File: config.mk
export PLATFORM = sky130hd
export DESIGN_NAME = eht_grant_find
export DESIGN_NICKNAME = d
export VERILOG_FILES = /design/src/hdl/eht_pkg.sv /design/src/hdl/eht_grant_find.sv
export SDC_FILE = /design/constraint.sdc
export NUM_CORES = 1
export LEC_CHECK = 0
export BUFFER_PORTS_ARGS = -buffer_cell sky130_fd_sc_hd__buf_2
export CORE_MARGIN = 3
export CORE_UTILIZATION = 25
export DETAILED_ROUTE_END_ITERATION = 7
export MAX_ROUTING_LAYER = met4
export PLACE_DENSITY = 0.56
export SLEW_MARGIN = 10
export SYNTH_ARGS = -nofsm -noshare
export SYNTH_HDL_FRONTEND = slang
export SYNTH_SLANG_ARGS = --single-unit
File: constraint.sdc
create_clock -name vclk -period 3.85
set_input_delay 0.385 -clock vclk [all_inputs]
set_output_delay 0.385 -clock vclk [all_outputs]
set_load 0.01 [all_outputs]
File: src/hdl/eht_pkg.sv
// Shared types and codes for the event handle table.
// No dependencies; imported by every module of the block.
package eht_pkg;

  localparam int NUM_EVENTS_DEF       = 64;
  localparam int GRANTS_PER_EVENT_DEF = 8;

  localparam logic [7:0]  KIND_EVENT = 8'h04;
  localparam logic [30:0] GEN_MAX    = 31'h7FFF_FFFF;

  typedef enum logic [2:0] {
    MODE_INIT    = 3'd0,
    MODE_CREATE  = 3'd1,
    MODE_GRANT   = 3'd2,
    MODE_SIGNAL  = 3'd3,
    MODE_RESET   = 3'd4,
    MODE_POLL    = 3'd5,
    MODE_CLOSE   = 3'd6,
    MODE_RELEASE = 3'd7
  } mode_t;

  typedef enum logic [3:0] {
    ST_OK       = 4'd0,
    ST_ALREADY  = 4'd1,
    ST_NOTINIT  = 4'd2,
    ST_INVALID  = 4'd3,
    ST_CAPACITY = 4'd4,
    ST_STALE    = 4'd5,
    ST_DENIED   = 4'd6,
    ST_GRANTED  = 4'd7,
    ST_BLOCK    = 4'd8
  } status_t;

  typedef struct packed {
    logic [30:0] gen;
    logic [15:0] owner;
    logic        auto_reset;
    logic        signaled;
    logic        owner_held;
  } slot_t;

  typedef struct packed {
    logic        open;
    logic [15:0] proc;
  } grant_t;

endpackage

File: src/hdl/eht_grant_find.sv
// Parallel search of one grant row for an open grant held by a process.
// Depends on eht_pkg for the grant entry type.
module eht_grant_find import eht_pkg::*; #(
  parameter int GRANTS_PER_EVENT = GRANTS_PER_EVENT_DEF
) (
  input  grant_t [GRANTS_PER_EVENT-1:0] row,
  input  logic [15:0]                   key,
  output logic                          hit,
  output logic [GRANTS_PER_EVENT-1:0]   first
);

  always_comb begin
    logic found;
    found = 1'b0;
    first = '0;
    for (int i = 0; i < GRANTS_PER_EVENT; i++) begin
      if (!found && row[i].open && row[i].proc == key) begin
        first[i] = 1'b1;
        found    = 1'b1;
      end
    end
    hit = found;
  end

endmodule

Yosys cells after proc, flatten, opt, wreduce, memory -nomap -nowiden
Index checks and enable logic that the tools add are counted.
{"block": "totals", "ff_bits": 0, "word_cells": 45, "in_bits": 152, "output_inout_bits": 9}
{"block": "classes", "n_mux": 15, "reduce_logical": 22, "n_eq_ne": 8}
{"op": "16-bit equality test", "n": 8}
{"op": "1-bit logical AND", "n": 15}
{"op": "1-bit 2-to-1 mux", "n": 15}
{"op": "1-bit logical NOT", "n": 7}

Logic depth before layout (Yosys ltp)
{"block": "depth", "word_depth": 31, "mapped_depth": 6}

Worst setup path before layout
No wires, ideal clock.
{"block": "synth_timing", "kind": "input-to-output", "start": "in key[2]", "end": "out first[7]", "stages": 6, "n_path_buf": 1, "t_required_ns": 3.465, "t_arrival_ns": 1.637, "path_slack_ns": 1.828, "path_cell_list": "buf_6 -> xnor2_1 -> nand4_1 -> nor4_2 -> o211ai_1 -> nor4b_1"}
{"block": "synth_between", "elab_chain_len": 31}
{"item": "start, declared", "line": "eht_grant_find.sv:7", "rtl": "input logic [15:0] key,"}
{"item": "16-bit equality test", "line": "eht_grant_find.sv:17", "rtl": "if (!found && row[i].open && row[i].proc == key) begin"}
{"item": "1-bit logical AND", "line": "eht_grant_find.sv:17"}
{"item": "1-bit 2-to-1 mux", "line": "eht_grant_find.sv:17"}
{"item": "1-bit logical NOT", "line": "eht_grant_find.sv:17"}
{"item": "1-bit logical AND (2 in series)", "line": "eht_grant_find.sv:17"}
{"item": "1-bit 2-to-1 mux", "line": "eht_grant_find.sv:17"}
{"item": "1-bit logical NOT", "line": "eht_grant_find.sv:17"}
{"item": "1-bit logical AND (2 in series)", "line": "eht_grant_find.sv:17"}
{"item": "[12 not listed]"}
{"item": "1-bit 2-to-1 mux", "line": "eht_grant_find.sv:17"}
{"item": "1-bit logical NOT", "line": "eht_grant_find.sv:17"}
{"item": "1-bit logical AND (2 in series)", "line": "eht_grant_find.sv:17"}
{"item": "1-bit 2-to-1 mux", "line": "eht_grant_find.sv:17"}
{"item": "1-bit logical NOT", "line": "eht_grant_find.sv:17"}
{"item": "1-bit logical AND", "line": "eht_grant_find.sv:17"}
{"item": "1-bit logical AND *", "line": "eht_grant_find.sv:17"}
{"item": "1-bit 2-to-1 mux *", "line": "eht_grant_find.sv:17"}
{"item": "end, declared", "line": "eht_grant_find.sv:9", "rtl": "output logic [GRANTS_PER_EVENT-1:0] first"}
Every way passes the cells marked *; elsewhere a longest branch is shown, timed or not.

Worst setup path in the final report
{"block": "layout_timing", "start": "in key[5]", "end": "out first[5]"}
{"block": "layout_between", "elab_chain_len": 23}
{"item": "16-bit equality test", "line": "eht_grant_find.sv:17"}
{"item": "1-bit logical AND", "line": "eht_grant_find.sv:17"}
{"item": "1-bit 2-to-1 mux", "line": "eht_grant_find.sv:17"}
{"item": "1-bit logical NOT", "line": "eht_grant_find.sv:17"}
{"item": "1-bit logical AND (2 in series)", "line": "eht_grant_find.sv:17"}
{"item": "1-bit 2-to-1 mux", "line": "eht_grant_find.sv:17"}
{"item": "1-bit logical NOT", "line": "eht_grant_find.sv:17"}
{"item": "1-bit logical AND (2 in series)", "line": "eht_grant_find.sv:17"}
{"item": "[4 not listed]"}
{"item": "1-bit 2-to-1 mux", "line": "eht_grant_find.sv:17"}
{"item": "1-bit logical NOT", "line": "eht_grant_find.sv:17"}
{"item": "1-bit logical AND (2 in series)", "line": "eht_grant_find.sv:17"}
{"item": "1-bit 2-to-1 mux", "line": "eht_grant_find.sv:17"}
{"item": "1-bit logical NOT", "line": "eht_grant_find.sv:17"}
{"item": "1-bit logical AND", "line": "eht_grant_find.sv:17"}
{"item": "1-bit logical AND *", "line": "eht_grant_find.sv:17"}
{"item": "1-bit 2-to-1 mux *", "line": "eht_grant_find.sv:17"}
Marks and branches as above.

==> key figures <==
Route
  • Detail-routed via count per cell: 4.45
  • Vias: 2,004
  • DR WL/cell: 17.0 um
  • Drt drc: 0
  • DRT Pass-1 Iters: 4
  • Drt total wl: 7670 um
  • Number of DRC markers in iteration 0: 48
  • Detail Route Antenna Nets: 0

Synth
  • Cell area after synthesis: 1770 um2
  • Post-synth net total: 362
  • Synth Area in Adders: 0%
  • Syn Area/Cell: 8.41 um2
  • Largest family of logic cells by synthesized area: XOR/XNOR gates
  • Syn Inst Count: 210
  • Mux cell area share after synthesis: 0%
  • Compound-cell area share of the yosys netlist: 3.12%
  • Sequential area share after synthesis: 0%
  • Synth warn: 0
  • Simple-Gate Fraction of Synth Area: 23.0%
  • Post-synth cell types: 25
  • Xor/xnor share of the synthesized area: 63.9%

Worst setup path
  • Top delay family on crit path: simple AND/OR/NAND/NOR gates
  • Crit path from: key[5]
  • Crit Path Max Fanout: 8
  • Crit path largest cell delay: 0.60 ns
  • WS Path Type: in2out
  • Worst Path Buf+Inv: 2
  • CP Cell Sequence: buf_2 -> xnor2_1 -> nand4_1 -> nor4_1 -> nand2_1 -> nor4_1 -> buf_2
  • Worst path arrival time: 2.06 ns
  • Critical path capture point type: output port
  • Worst path required time: 3.46 ns
  • CP max-delay cell: nor4_1
  • Critical path launch point type: input pin

Timing
  • Setup-failing EPs final: 0
  • Fmax: 0.410 GHz
  • Setup TNS: 0 ns
  • Fin crit share: 63.4%
  • RSZ-0062 raised after global routing: no
  • Slew margin rel.: 57.0%
  • Final Max Tran Viols: 0
  • Hold_ws: 1.13 ns
  • Final count of hold timing violations: 0
  • Tmin final: 2.44 ns
  • Tightest Pin Transition: 0.639 ns

Die
  • IO Pins: 161
  • Initial Util: 26.7%
  • Die H: 90.0 um
  • Die X: 90.0 um
  • Core footprint: 6600 um2
  • # rows: 29
  • Die Footprint: 8110 um2

Status
  • Status: finished clean

CTS
  • Hold bufs inserted after CTS: 0
  • Resize count post-CTS: 0
  • Post-CTS setup buffer count: 0

Layout
  • Reg area: 0 um2
  • Layout cell share with drive strength beyond 1: 48.7%
  • Fillcell total: 739
  • Layout area overhead: 42.7%
  • FFs & Latches: 0
  • Clkbuf count: 0
  • Nets: 509

Power
  • Peak VDD IR: 63.5 uV
  • P_leak: 0.00105 uW
  • Pwr/cell area: 109 nW/um2

Min path
  • Hold WC Path Type: in2out
  • HP Start: row[84]

Global routing
  • Antenna violations before repair: 2
  • GRT Residual Overflow: 0
  • First-pass GRT wire length: 11,500 um
  • Largest net degree at the start of global routing: 9
  • Tot GR Track Use: 18.4%
  • Vias in the first global route: 2,158

Flow run
  • Max-Cap Viols: 0

Placement
  • DP HPWL: 6730 um
  • Routability-driven placement congestion ratio: 0.829
  • Count of input and output buffers: 161
[stage by stage]
step,cell area (um2),cells,setup WS (ns),util (%),total power (uW)
after floorplan,1770,210,1.83,-,173
after global placement,2510,448,1.36,38.1,274
after detailed placement,2510,448,1.31,38.1,277
after CTS,2510,448,1.31,38.1,278
after global routing,2520,450,1.21,38.2,300
final,2520,450,1.41,38.2,274
[worst paths after layout]
| kind | cells after the start | slack [ns] | endpoint |
|---|---|---|---|
| setup / recovery | 7 | 1.41 | first[5] |
| hold / removal | 4 | 1.13 | first[4] |
[cell type report]
type | count | area (um2) | share of cell area [%]
Inverter | 1 | 3.75 | 0.149
Tap cell | 93 | 116 | 4.62
Antenna cell | 2 | 5.00 | 0.199
Multi-Input combinational cell | 193 | 1590 | 63.1
Timing Repair Buffer | 161 | 806 | 32.0
[placed cells by master (no fill, tap or decap)]
cell / netlist / layout
a211oi_1: 1 / 1
a2bb2oi_1: 1 / 1
a32o_2: 2 / 2
a32oi_1: 1 / 1
and2_0: 3 / 3
and3_1: 1 / 1
and3_2: 1 / 1
and4b_1: 1 / 1
buf_2: 0 / 161
diode_2: 0 / 2
inv_1: 1 / 1
nand2_1: 4 / 4
nand3_1: 9 / 9
nand4_1: 22 / 22
nand4bb_1: 1 / 1
nor2_1: 2 / 2
nor3_1: 2 / 2
nor4_1: 4 / 4
nor4_2: 7 / 7
nor4b_1: 1 / 1
nor4b_2: 1 / 1
o211ai_1: 1 / 1
xnor2_1: 112 / 112
xnor2_2: 1 / 1
xor2_1: 15 / 15
[metal layers]
metal  vias up  routed length, um  track usage (%)  share of wire (%)
met1       895               3290             23.1                 43
met2        97               3900             33.1                 51
li1       1010                  -                -                  -
met4         0                 21             1.28               0.27
met5         -                  0                -                  0
met3         2                457             2.00                6.0
[logic make-up (layout without fill, tap and decap cells)]
group,count (synthesis),count (layout)
xor+xnor,128,128
simple gates,59,59
buf+inv,17,162
compound gates,6,6
other cells,0,2
[cell usage after synthesis (all sizes together)]
master,number,area [um2]
a32oi,1,8.76
and2,3,18.8
a2bb2oi,1,8.76
a211oi,1,7.51
a32o,2,22.5
and4b,1,10.0
xor2,15,131
nor4b,2,23.8
and3,2,13.8
nor3,2,10.0
nor4,11,113
nand2,4,15.0
nand4bb,1,11.3
xnor2,113,997
inv,1,3.75
nor2,2,7.51
buf,16,173
nand4,22,138
o211ai,1,7.51
nand3,9,45.0
[report_power, final]
part           internal (uW)  switching [uW]
Sequential                 0               0
Clock              0.0000695               0
Combinational            147             127
Total                    147             127
(Power assumes the default switching activity.)
